`src/design/swk_pkg.sv`:
```
// ----------------------------------------------------------------------------
// Sliding window k-th smallest: shared definitions
// Control bundle for the cell chain and configuration register indexes.
// ----------------------------------------------------------------------------
package swk_pkg;

	typedef struct packed {
		logic shift;
		logic load;
		logic count;
		logic collect;
	} swk_ctl_t;

	localparam logic [1:0] REG_WINDOW_LEN = 2'd0;
	localparam logic [1:0] REG_RANK       = 2'd1;

endpackage

```
`src/design/swk_cell.sv`:
```
// ----------------------------------------------------------------------------
// Sliding window k-th smallest: ranking cell
// Holds one window sample and counts how many window samples lie below it
// and up to it as a probe value circulates past it; then offers its sample
// to the result chain if its order position covers the requested rank.
// ----------------------------------------------------------------------------
module swk_cell
	import swk_pkg::*;
#(
	parameter int VB = 16,
	parameter int CW = 7,
	parameter int WW = 7
) (
	input  logic          clk,
	input  swk_ctl_t      ctl,
	input  logic          in_win,
	input  logic [WW-1:0] k,
	input  logic [VB-1:0] sample_in,
	output logic [VB-1:0] sample_out,
	input  logic [VB-1:0] probe_in,
	input  logic          probe_win_in,
	output logic [VB-1:0] probe_out,
	output logic          probe_win_out,
	input  logic [VB-1:0] res_in,
	output logic [VB-1:0] res_out
);

	logic [VB-1:0] sample_q;
	logic [VB-1:0] probe_q;
	logic          probe_win_q;
	logic [CW-1:0] below_q;
	logic [CW-1:0] upto_q;
	logic [VB-1:0] res_q;
	logic          match;

	assign match = in_win && (WW'(below_q) < k) && (k <= WW'(upto_q));

	always_ff @(posedge clk) begin
		if (ctl.shift) begin
			sample_q <= sample_in;
		end
		if (ctl.load) begin
			probe_q     <= sample_q;
			probe_win_q <= in_win;
			below_q     <= '0;
			upto_q      <= '0;
		end else if (ctl.count) begin
			probe_q     <= probe_in;
			probe_win_q <= probe_win_in;
			if (probe_win_q && (probe_q < sample_q)) begin
				below_q <= below_q + CW'(1);
			end
			if (probe_win_q && (probe_q <= sample_q)) begin
				upto_q <= upto_q + CW'(1);
			end
		end
		if (ctl.collect) begin
			res_q <= match ? sample_q : res_in;
		end
	end

	assign sample_out    = sample_q;
	assign probe_out     = probe_q;
	assign probe_win_out = probe_win_q;
	assign res_out       = res_q;

endmodule

```
`config.mk`:
```
export PLATFORM = sky130hd
export DESIGN_NAME = swk_cell
export DESIGN_NICKNAME = d
export VERILOG_FILES = /design/src/design/swk_pkg.sv /design/src/design/swk_cell.sv
export SDC_FILE = /design/constraint.sdc
export NUM_CORES = 1
export LEC_CHECK = 0
export BUFFER_PORTS_ARGS = -buffer_cell sky130_fd_sc_hd__buf_4
export CAP_MARGIN = 20
export CORE_ASPECT_RATIO = 1.1
export CORE_MARGIN = 1.5
export CORE_UTILIZATION = 50
export DETAILED_ROUTE_END_ITERATION = 10
export HOLD_SLACK_MARGIN = 0.15
export PLACE_DENSITY = 0.79
export SYNTH_ARGS = -nofsm -noshare
export SYNTH_HDL_FRONTEND = slang
export SYNTH_SLANG_ARGS = --single-unit
```
`constraint.sdc`:
```
create_clock -name clk -period 8.58 [get_ports clk]
set_input_delay 2.574 -clock clk [delete_from_list [all_inputs] [get_ports clk]]
set_output_delay 2.574 -clock clk [all_outputs]
set_load 0.005 [all_outputs]
```
* Yosys cells after proc, flatten, opt, wreduce, memory -nomap -nowiden
Index checks and enable logic that the tools add are counted.
** Storage, ports and cells
- Register bits after elaboration :: 63
- Bits of input ports :: 62
- Output and inout bits :: 49
** Operators by class
- Muxes and demuxes :: 5
- Reduce and logical (&&, ||, !) cells :: 7
- $add $sub $neg :: 2
- $lt $le $gt $ge :: 4
** Operators by type and width (number)
- $mux W16 :: 3
- $le A16 B16 Y1 :: 1
- $lt A16 B16 Y1 :: 1
- $add A7 B1 Y7 const B :: 2
- $le A7 B7 Y1 :: 1
- $lt A7 B7 Y1 :: 1
- $logic_and A1 B1 Y1 :: 4
- $reduce_and A2 Y1 :: 2
- $mux W1 :: 2
- $reduce_bool A2 Y1 :: 1

* Logic depth before layout (Yosys ltp)
Gate-level depths: netlist of run 1.
- Depth in word-level cells :: 4
- Mapped depth :: 9
- Depth with buffers taken out :: 8

* Worst setup path before layout of run 1
Ideal clock, no wire load.
- Kind :: input port to flip-flop
- From :: in k[1]
- To :: reg res_q[10], in the netlist res_out[10] (data pin)
- Stages :: 8
- Arrival :: 4.240 ns
- Slack :: 4.080 ns
- Buffers on the path :: 1
- Cell sequence :: ha_1 nor2b_1 o21a_1 o21ai_0 nand3b_1 a21oi_2 buf_2 mux2_2
** On the way
- Cells in the longest elaborated chain, start to end :: 4
- Elaborated cells on any way between the ends :: 5
- Those cells by class :: order compare (2); mux (1); reduce/logical (2)
** Ends and longest elaborated chain
- start: declaration :: line swk_cell.sv:17 : input logic [WW-1:0] k,
- $lt A7 B7 Y1 :: line swk_cell.sv:36 : assign match = in_win && (WW'(below_q) < k) && (k <= WW'(upto_q));
- $logic_and A1 B1 Y1 :: line swk_cell.sv:36
- $logic_and A1 B1 Y1 * :: line swk_cell.sv:36
- $mux W16 * :: line swk_cell.sv:58 : res_q <= match ? sample_q : res_in;
- end signal: assignment :: line swk_cell.sv:58
- end: declaration :: line swk_cell.sv:33 : logic [VB-1:0] res_q;
Mark *: on every way between the ends. The rest lies on a longest branch, timed or not.
A chain may end at the register's enable or synchronous reset.

* Worst setup path in the final report of run 1
- From :: in k[1]
- To :: reg res_q[15], in the netlist res_out[15] (data pin)
Same word-level chain as after synthesis.

==> impl_metrics.csv, run 1 <==
group,metric,value,unit
outcome,status,"finished, final reports clean",
critical_path,r2r_cells,8,
cells_and_area,drive_above_1_share,42.78,%
yosys,syn_avg_cell_area,12.14,um2
yosys,synth-seq-cells,63,
yosys,synth_mux_area_share,13.47,%
floorplanning,fp.coreArea,6306,um2
critical_path,cp-end-kind,"flop",
yosys,synth_nets,367,
floorplanning,io-pin-count,111,
global_route,grt.overflow.total,0,
critical_path,rrSetupSlack,5.91,ns
cells_and_area,final_util,70.34,%
power_and_ir_drop,power_density,170.2,nW/um2
detailed_routing,wl,7.444,mm
cells_and_area,final_nets,483,
detailed_routing,drtIter0Drc,50,
timing,fin_skew,0.008963,ns
timing,whs,0.4827,ns
clock_tree,cts_root_buf,"clkbuf_8",
timing,rsz0062_at_grt,"no",
cells_and_area,seq_area,1752,um2
worst_hold_path,hold_depth,2,
clock_tree,holdBufCountCts,0,
placed_design,gp_congestion,0.7585,
yosys,netlist_instances,274,
detailed_routing,met1_length,3.095,mm
floorplanning,dieHeight,88.54,um
global_route,grt_max_degree,41,
worst_hold_path,holdPathEnd,"below_q[6]$_SDFFE_PP0P_",
timing,finalCriticalPeriod,4.581,ns
cells_and_area,antenna_cells,0,
placed_design,dpl-instance-area,4227,um2
yosys,synth_top_area_cell,"edfxtp_1",
critical_path,crit_family,"compound AO/OA/AOI/OAI gates",
floorplanning,die_area,7150,um2
floorplanning,die_w,80.76,um
critical_path,r2r-start,"sample_out[13]$_DFFE_PP_",
clock_tree,cts_resized,0,
clock_tree,clockBufferDepth,2,
timing,hold_viol,0,
floorplanning,start_util,52.74,%
detailed_routing,drc,0,
global_route,antenna_found_initial,0,
timing,timing_worst_slew_pin_value,0.6258,ns
detailed_routing,drt_pass1_iterations,4,
global_route,grt_util_all_layers,21.67,%
power_and_ir_drop,p_leak,1.930,nW
cells_and_area,area_delta_synth_final,33.37,%
floorplanning,rows,30,
critical_path,crit_fanout,9,
yosys,synth_ff_type,"edfxtp_1",
detailed_routing,antenna_left,0,
yosys,synth_cell_type_count,39,
yosys,synthTopCellsByCount,"edfxtp_1, mux2_2, ha_1, inv_1, a21oi_1",
timing,finalSetupViolCount,0,
detailed_routing,wl_met3,431,um
timing,slew_viol_final,0,
yosys,synth_area_leaders,"edfxtp_1, mux2_2, ha_1, dfxtp_1, inv_1",
clock_tree,numClockSinks,63,
clock_tree,clkTransAtPathRegs,0.07,ns
power_and_ir_drop,ir_drop,0.0001060,V
timing,slew_headroom,58.28,%
yosys,yosys.area_share.simple,9.895,%
detailed_routing,maxUsedRoutingLayer,"met4",
clock_tree,cts_post_setup_buffers_inserted,0,
placed_design,dp_slack,3.472,ns
detailed_routing,viasPerCell,5.240,
detailed_routing,avgRoutedWirePerCell,15.67,um
clock_tree,cts_tree,"built",
timing,clock.fmax,218.3,MHz
detailed_routing,wl_met2,3.811,mm
yosys,synth_edf_count,49,
global_route,grt_pass1_vias,2540,
yosys,seq_area_frac_synth,52.67,%
global_route,grt_pass1_wl,11.54,mm
cells_and_area,nFillCells,472,
cells_and_area,multi_input_area,1433,um2
yosys,ys_async_sr_fraction,0,%
worst_hold_path,hp-start,"below_q[6]$_SDFFE_PP0P_",
critical_path,slowest_stage,"a21oi_2",
yosys,synth-xor-area-share,0.2634,%
critical_path,worstPathRequired,8.66,ns
yosys,synth.most_common_cell,"edfxtp_1",
critical_path,crit_chain,"buf_4 -> ha_1 -> nor2b_1 -> o21a_1 -> o21ai_0 -> nand3b_1 -> a21oi_2 -> buf_6 -> mux2_2",
cells_and_area,final_area,4436,um2
timing,finalCritPeriodShare,53.39,%
yosys,synth_compound_gate_area_share,7.788,%
critical_path,cp-start-kind,"primary input",
worst_hold_path,hold_class,"flop to flop",
detailed_routing,vias,2489,
clock_tree,cts_buffers,9,
yosys,netlist_area,3326,um2
critical_path,critical_path_buf_inv_count,2,
yosys,synthAdderAreaFrac,11.66,%
clock_tree,htree_levels,3,
yosys,yosys.area.top_type_share,44.24,%
run,drv_cap,0,
placed_design,place_hpwl,5.649,mm
critical_path,path_class,"primary input to flop",
critical_path,cp.arrival,4.67,ns
critical_path,slowest_delay,0.53,ns
critical_path,crit-reg2reg-capture,"below_q[6]$_SDFFE_PP0P_",
yosys,synth_warnings,0,
yosys,synth_top_family_by_area,"multiplexers",
timing,tns,0,ns
timing,layout_setup_ws,3.999,ns
placed_design,port_buffers,110,
clock_tree,insertion_delay,0.33,ns
-- tightest hold or removal path, stage by stage, from the launching register on --
cell	delay, ns
dfxtp_1	0.32
o31ai_1	0.06
a21oi_1	0.05
-- cell usage in the layout (no fill, tap or decap), types with 3 or more instances in the layout --
cell / count
a21o_1: 4
a21oi_1: 19
buf_4: 110
clkbuf_8: 9
clkinvlp_4: 3
dfxtp_1: 14
edfxtp_1: 49
ha_1: 31
inv_1: 31
mux2_2: 37
nand2_1: 15
nand2b_1: 4
nand3_1: 6
nand4_1: 6
nor2_1: 13
nor3_1: 3
o21ai_0: 7
or3_1: 3
-- how the worst max path moves through the flow --
stage | from | end | cells after the start
finish | k[1] | res_out[15]$_DFFE_PP_ | 9
global route | k[1] | res_out[0]$_DFFE_PP_ | 9
CTS | k[1] | res_out[4]$_DFFE_PP_ | 8
detailed placement | k[1] | res_out[4]$_DFFE_PP_ | 8
global placement | k[1] | res_out[6]$_DFFE_PP_ | 8
floorplan | k[1] | res_out[10]$_DFFE_PP_ | 8
-- flip-flops by register name, summed over array words and instances, names as in the netlist --
register and cells:
sample_out 16, upto_q 7, probe_out 16, res_out 16, probe_win_out 1, below_q 7
-- layout make-up --
type / instances / area share (%)
clock buffer: 9 / 2.793
sequential: 63 / 39.49
multi-input combinational: 174 / 32.30
inverter: 31 / 2.623
timing repair buffer: 111 / 18.87
tap: 80 / 2.257
clock inverter: 7 / 1.664
-- routing by layer --
metal | vias up | track usage, %
met5 | - | 0
met4 | 0 | 9.248
met3 | 9 | 5.773
met2 | 81 | 37.66
met1 | 1165 | 25.30
li1 | 1234 | -
-- report_power, final --
| group | total, W | switching, W | internal [W] |
|---|---|---|---|
| Sequential | 0.000370 | 0.0000152 | 0.000355 |
| Combinational | 0.000130 | 0.0000558 | 0.0000742 |
| Clock | 0.000254 | 0.000121 | 0.000134 |
-- per-stage QoR --
step | cells | power, W
floorplan | 274 | 0.0004344
global placement | 458 | 0.0005012
detailed placement | 458 | 0.0005070
CTS | 474 | 0.0007610
global route | 475 | 0.0007916
finish | 475 | 0.0007549
-- cell families after synthesis --
| family | after synthesis |
|---|---|
| XOR/XNOR | 1 |
| multiplexers | 40 |
| adder cells (fa/ha/maj) | 31 |
| buffers and inverters | 37 |
| AO/OA/AOI/OAI | 40 |
| AND/OR/NAND/NOR | 62 |
| flip-flops | 63 |
No activity file was read; power rests on OpenSTA's default activity.
==> inputs of run 2 (changes only) <==
--- a/config.mk
+++ b/config.mk
@@ -9,10 +9,10 @@
 export CAP_MARGIN = 20
 export CORE_ASPECT_RATIO = 1.1
 export CORE_MARGIN = 1.5
-export CORE_UTILIZATION = 50
+export CORE_UTILIZATION = 46
 export DETAILED_ROUTE_END_ITERATION = 10
 export HOLD_SLACK_MARGIN = 0.15
-export PLACE_DENSITY = 0.79
+export PLACE_DENSITY = 0.77
 export SYNTH_ARGS = -nofsm -noshare
 export SYNTH_HDL_FRONTEND = slang
 export SYNTH_SLANG_ARGS = --single-unit
==> constraint.sdc (replaced) <==
create_clock -name clk -period 4 [get_ports clk]
set_input_delay 1.2 -clock clk [delete_from_list [all_inputs] [get_ports clk]]
set_output_delay 1.2 -clock clk [all_outputs]
set_load 0.005 [all_outputs]
==> impl_metrics.csv, run 2 (synthesis results as in run 1) <==
group,metric,value,unit
power_and_ir_drop,ir_drop,0.0002654,V
clock_tree,clockBufferDepth,2,
global_route,grt.overflow.total,0,
clock_tree,holdBufCountCts,0,
detailed_routing,vias,2476,
power_and_ir_drop,p_leak,1.935,nW
clock_tree,clkTransAtPathRegs,0.07,ns
timing,layout_setup_ws,1.173,ns
power_and_ir_drop,power_density,363.1,nW/um2
clock_tree,insertion_delay,0.34,ns
detailed_routing,viasPerCell,5.158,
critical_path,cp-start-kind,"primary input",
cells_and_area,area_delta_synth_final,33.41,%
clock_tree,htree_levels,3,
floorplanning,dieHeight,92.18,um
detailed_routing,wl,7.348,mm
timing,tns,0,ns
global_route,grt_pass1_vias,2475,
run,drv_cap,0,
timing,timing_worst_slew_pin_value,0.4883,ns
global_route,grt_util_all_layers,19.43,%
cells_and_area,mostFrequentLayoutCell,"buf_4",
critical_path,worstPathRequired,4.09,ns
placed_design,port_buffers,110,
critical_path,cp.arrival,2.91,ns
cells_and_area,nFillCells,566,
cells_and_area,mostFrequentLayoutCells,"buf_4, edfxtp_1, mux2_2",
floorplanning,fp.coreArea,7007,um2
critical_path,crit_fanout,16,
critical_path,crit_path_frequent_cell,"buf_4",
floorplanning,start_util,47.46,%
clock_tree,cts_root_buf,"clkbuf_8",
critical_path,slowest_stage,"mux2_2",
clock_tree,numClockSinks,63,
cells_and_area,antenna_cells,0,
worst_hold_path,hold_class,"flop to flop",
detailed_routing,drt_pass1_iterations,5,
detailed_routing,drc,0,
clock_tree,cts_post_setup_buffers_inserted,0,
floorplanning,die_w,84.07,um
timing,hold_viol,0,
critical_path,cp-end-kind,"flop",
cells_and_area,final_cells,480,
timing,finalSetupViolCount,0,
timing,fin_skew,0.008548,ns
floorplanning,io-pin-count,111,
timing,clock.fmax,353.7,MHz
detailed_routing,avgRoutedWirePerCell,15.31,um
timing,finalCriticalPeriod,2.827,ns
cells_and_area,drive_above_1_share,43.04,%
timing,whs,0.4895,ns
critical_path,crit_chain,"buf_4 -> ha_1 -> nor2b_1 -> o21a_1 -> o21ai_0 -> nand3b_1 -> a21oi_2 -> buf_4 -> mux2_2",
floorplanning,die_area,7750,um2
timing,slew_headroom,67.27,%
detailed_routing,drtIter0Drc,105,
cells_and_area,final_nets,483,
global_route,grt_pass1_wl,11.65,mm
critical_path,path_class,"primary input to flop",
clock_tree,cts_tree,"built",
timing,finalCritPeriodShare,70.69,%
clock_tree,cts_resized,0,
floorplanning,rows,32,
placed_design,dp_slack,0.7976,ns
timing,slew_viol_final,0,
global_route,grt_max_degree,41,
timing,rsz0062_at_grt,"no",
outcome,status,"finished, final reports clean",
cells_and_area,final_util,63.32,%
global_route,antenna_found_initial,0,
placed_design,gp_congestion,0.8132,
placed_design,place_hpwl,5.559,mm
placed_design,dpl.cell_count,464,
detailed_routing,antenna_left,0,
clock_tree,cts_buffers,9,
critical_path,slowest_delay,0.37,ns
-- run 2: per-stage QoR --
step / total power (W) / cell area (um2)
after CTS: 0.001631 / 4437
after global placement: 0.001076 / 4240
after global routing: 0.001688 / 4437
after detailed placement: 0.001086 / 4240
after floorplan: 0.0009318 / 3326
final: 0.001611 / 4437
-- run 2: per-layer routing --
| metal | part of all wire (%) | vias up | track usage, % |
|---|---|---|---|
| met5 | 0 | - | 0 |
| met4 | 2.1 | 0 | 8.197 |
| met3 | 6.4 | 14 | 6.031 |
| met2 | 52 | 82 | 34.00 |
| met1 | 40 | 1147 | 21.77 |
| li1 | - | 1233 | - |
-- run 2: final timing paths --
kind,from,to,slack (ns),cells past startpoint
setup / recovery,k[1],res_out[7]$_DFFE_PP_,1.17,9
hold / removal,below_q[6]$_SDFFE_PP0P_,below_q[6]$_SDFFE_PP0P_,0.49,2
setup reg to reg,sample_out[13]$_DFFE_PP_,below_q[6]$_SDFFE_PP0P_,1.38,8
hold reg to reg,below_q[6]$_SDFFE_PP0P_,below_q[6]$_SDFFE_PP0P_,0.49,2
-- run 2: cell type report --
class                           count  area [um2]  area share (%)
Tap cell                           85       106.4           2.397
Timing Repair Buffer              111       833.3           18.78
Clock inverter                      7       72.57           1.636
Inverter                           31       116.4           2.623
Multi-Input combinational cell    174        1433           32.29
Sequential cell                    63        1752           39.48
Clock buffer                        9       123.9           2.792
-- run 2: worst max-delay path, delay by kind of cell --
family | cells | cell delay [ns]
fa+ha+maj | 1 | 0.29
buf+inv | 2 | 0.39
mux | 1 | 0.37
simple gates | 2 | 0.24
compound gates | 3 | 0.41
-- run 2: power breakdown --
part	leakage [nW]	total [W]	internal, W	switching (W)
Sequential	0.599	0.000796	0.000762	0.0000338
Combinational	1.24	0.000273	0.000158	0.000115
Clock	0.0956	0.000542	0.000288	0.000254
==> inputs of run 3 (changes only) <==
--- a/config.mk
+++ b/config.mk
@@ -9,10 +9,10 @@
 export CAP_MARGIN = 20
 export CORE_ASPECT_RATIO = 1.1
 export CORE_MARGIN = 1.5
-export CORE_UTILIZATION = 46
+export CORE_UTILIZATION = 50
 export DETAILED_ROUTE_END_ITERATION = 10
 export HOLD_SLACK_MARGIN = 0.15
-export PLACE_DENSITY = 0.77
+export PLACE_DENSITY = 0.79
 export SYNTH_ARGS = -nofsm -noshare
 export SYNTH_HDL_FRONTEND = slang
 export SYNTH_SLANG_ARGS = --single-unit
==> constraint.sdc (replaced) <==
create_clock -name clk -period 2.8 [get_ports clk]
set_input_delay 0.84 -clock clk [delete_from_list [all_inputs] [get_ports clk]]
set_output_delay 0.84 -clock clk [all_outputs]
set_load 0.005 [all_outputs]
==> impl_metrics.csv, run 3 (synthesis results as in run 1) <==
group,metric,value,unit
global_route,antenna_found_initial,0,
detailed_routing,maxUsedRoutingLayer,"met4",
critical_path,worstPathRequired,3.03,ns
clock_tree,holdBufCountCts,0,
global_route,grt_pass1_vias,2657,
power_and_ir_drop,power_density,539.1,nW/um2
critical_path,path_class,"flop to flop",
outcome,status,"finished, final reports clean",
cells_and_area,drive_above_1_share,43.61,%
critical_path,crit_fanout,4,
critical_path,crit_chain,"inv_1 -> ha_1 -> nand4_2 -> nor4_2 -> nand2_1 -> or2_4 -> a2111oi_4 -> mux2_1",
critical_path,rrSetupSlack,0.23,ns
floorplanning,rows,30,
critical_path,slowest_stage,"edfxtp_1",
placed_design,gp_congestion,0.7459,
clock_tree,numClockSinks,63,
clock_tree,clkTransAtPathRegs,0.08,ns
cells_and_area,nFillCells,482,
clock_tree,cts_resized,0,
cells_and_area,multi_input_area,1433,um2
clock_tree,cts_root_buf,"clkbuf_8",
cells_and_area,antenna_cells,0,
clock_tree,htree_levels,3,
clock_tree,cts_buffers,9,
critical_path,r2r-start,"sample_out[15]$_DFFE_PP_",
timing,finalCritPeriodShare,91.70,%
detailed_routing,wl_met3,571,um
detailed_routing,viasPerCell,5.332,
detailed_routing,wl_met2,3.905,mm
cells_and_area,mostFrequentLayoutCell,"buf_4",
run,drv_cap,0,
power_and_ir_drop,p_leak,1.964,nW
global_route,grt_pass1_wl,11.99,mm
critical_path,cp.arrival,2.80,ns
global_route,grt_util_all_layers,22.87,%
global_route,grt.overflow.total,0,
timing,slew_headroom,69.84,%
timing,clock.fmax,389.5,MHz
timing,fin_skew,0.008932,ns
critical_path,r2r_cells,8,
cells_and_area,final_cells,479,
detailed_routing,drtIter0Drc,107,
cells_and_area,seq_area,1752,um2
timing,layout_setup_ws,0.2325,ns
detailed_routing,drt_pass1_iterations,5,
critical_path,crit-reg2reg-capture,"upto_q[5]$_SDFFE_PP0P_",
detailed_routing,wl,7.693,mm
timing,finalSetupViolCount,0,
placed_design,port_buffers,110,
detailed_routing,met1_length,3.044,mm
worst_hold_path,hold_class,"flop to flop",
critical_path,cp-end-kind,"flop",
floorplanning,die_w,80.76,um
timing,rsz0062_at_grt,"no",
timing,hold_viol,0,
floorplanning,fp.coreArea,6306,um2
detailed_routing,vias,2554,
placed_design,dpl.cell_count,463,
detailed_routing,avgRoutedWirePerCell,16.06,um
timing,timing_worst_slew_pin_value,0.4524,ns
power_and_ir_drop,ir_drop,0.0003380,V
placed_design,place_hpwl,5.864,mm
clock_tree,cts_tree,"built",
cells_and_area,final_nets,487,
critical_path,cp-start-kind,"flop",
detailed_routing,drc,0,
floorplanning,start_util,52.74,%
floorplanning,dieHeight,88.54,um
clock_tree,cts_post_setup_buffers_inserted,0,
critical_path,slowest_delay,0.39,ns
placed_design,dp_slack,-0.03987,ns
global_route,grt_max_degree,26,
detailed_routing,antenna_left,0,
worst_hold_path,hp-start,"below_q[6]$_SDFFE_PP0P_",
worst_hold_path,hold_depth,2,
worst_hold_path,holdPathEnd,"below_q[6]$_SDFFE_PP0P_",
cells_and_area,area_delta_synth_final,35.21,%
clock_tree,clockBufferDepth,2,
timing,finalCriticalPeriod,2.568,ns
cells_and_area,mostFrequentLayoutCells,"buf_4, edfxtp_1, mux2_2",
timing,slew_viol_final,0,
floorplanning,io-pin-count,111,
clock_tree,insertion_delay,0.35,ns
floorplanning,die_area,7150,um2
==> run 3: worst max-delay path, delay by kind of cell (launching register included) <==
family	cells	cell delay (ns)
mux	1	0.35
compound gates	1	0.31
simple gates	4	0.99
flops	1	0.39
buf+inv	1	0.06
fa+ha+maj	1	0.36
==> run 3: per-layer routing <==
layer | track usage, % | vias to the layer above
met5 | 0 | -
met3 | 6.598 | 14
met2 | 39.50 | 97
met4 | 10.97 | 0
li1 | - | 1243
met1 | 26.06 | 1200
==> run 3: report_power, final <==
part	total, W	leakage, nW	internal [W]	switching [W]
Clock	0.000880	0.102	0.000502	0.000378
Combinational	0.000411	1.26	0.000234	0.000176
Sequential	0.00113	0.599	0.00109	0.0000457
==> run 3: per-stage QoR <==
| step | utilization (%) | power (W) | area (um2) | hold slack [ns] | TNS (ns) |
|---|---|---|---|---|---|
| 2_1_floorplan | - | 0.001331 | 3326 | 0.4556 | 0 |
| 3_3_place_gp | 67.82 | 0.001548 | 4277 | 0.4738 | 0 |
| 3_5_place_dp | 67.82 | 0.001568 | 4277 | 0.4864 | -0.3681 |
| 4_1_cts | 71.31 | 0.002436 | 4497 | 0.4965 | 0 |
| 5_1_grt | 71.31 | 0.002527 | 4497 | 0.5202 | 0 |
| 6_report | 71.31 | 0.002424 | 4497 | 0.4965 | 0 |
==> run 3: area by class of cell <==
cell class,instances,share of cell area [%]
inverter,31,2.588
tap,80,2.226
sequential,63,38.95
clock inverter,7,2.142
timing repair buffer,115,19.48
clock buffer,9,2.755
multi-input combinational,174,31.86
==> run 3: how the worst max path moves through the flow <==
stage                     cells after the start  slack (ns)                      from                     end
after floorplan                               8        0.03                      k[1]   res_out[10]$_DFFE_PP_
after global placement                        9        0.06                      k[1]    res_out[6]$_DFFE_PP_
after detailed placement                      9       -0.04                      k[1]   res_out[11]$_DFFE_PP_
after CTS                                     8        0.27  sample_out[15]$_DFFE_PP_  upto_q[5]$_SDFFE_PP0P_
after global routing                          8       0.004  sample_out[15]$_DFFE_PP_  upto_q[5]$_SDFFE_PP0P_
final                                         8        0.23  sample_out[15]$_DFFE_PP_  upto_q[5]$_SDFFE_PP0P_
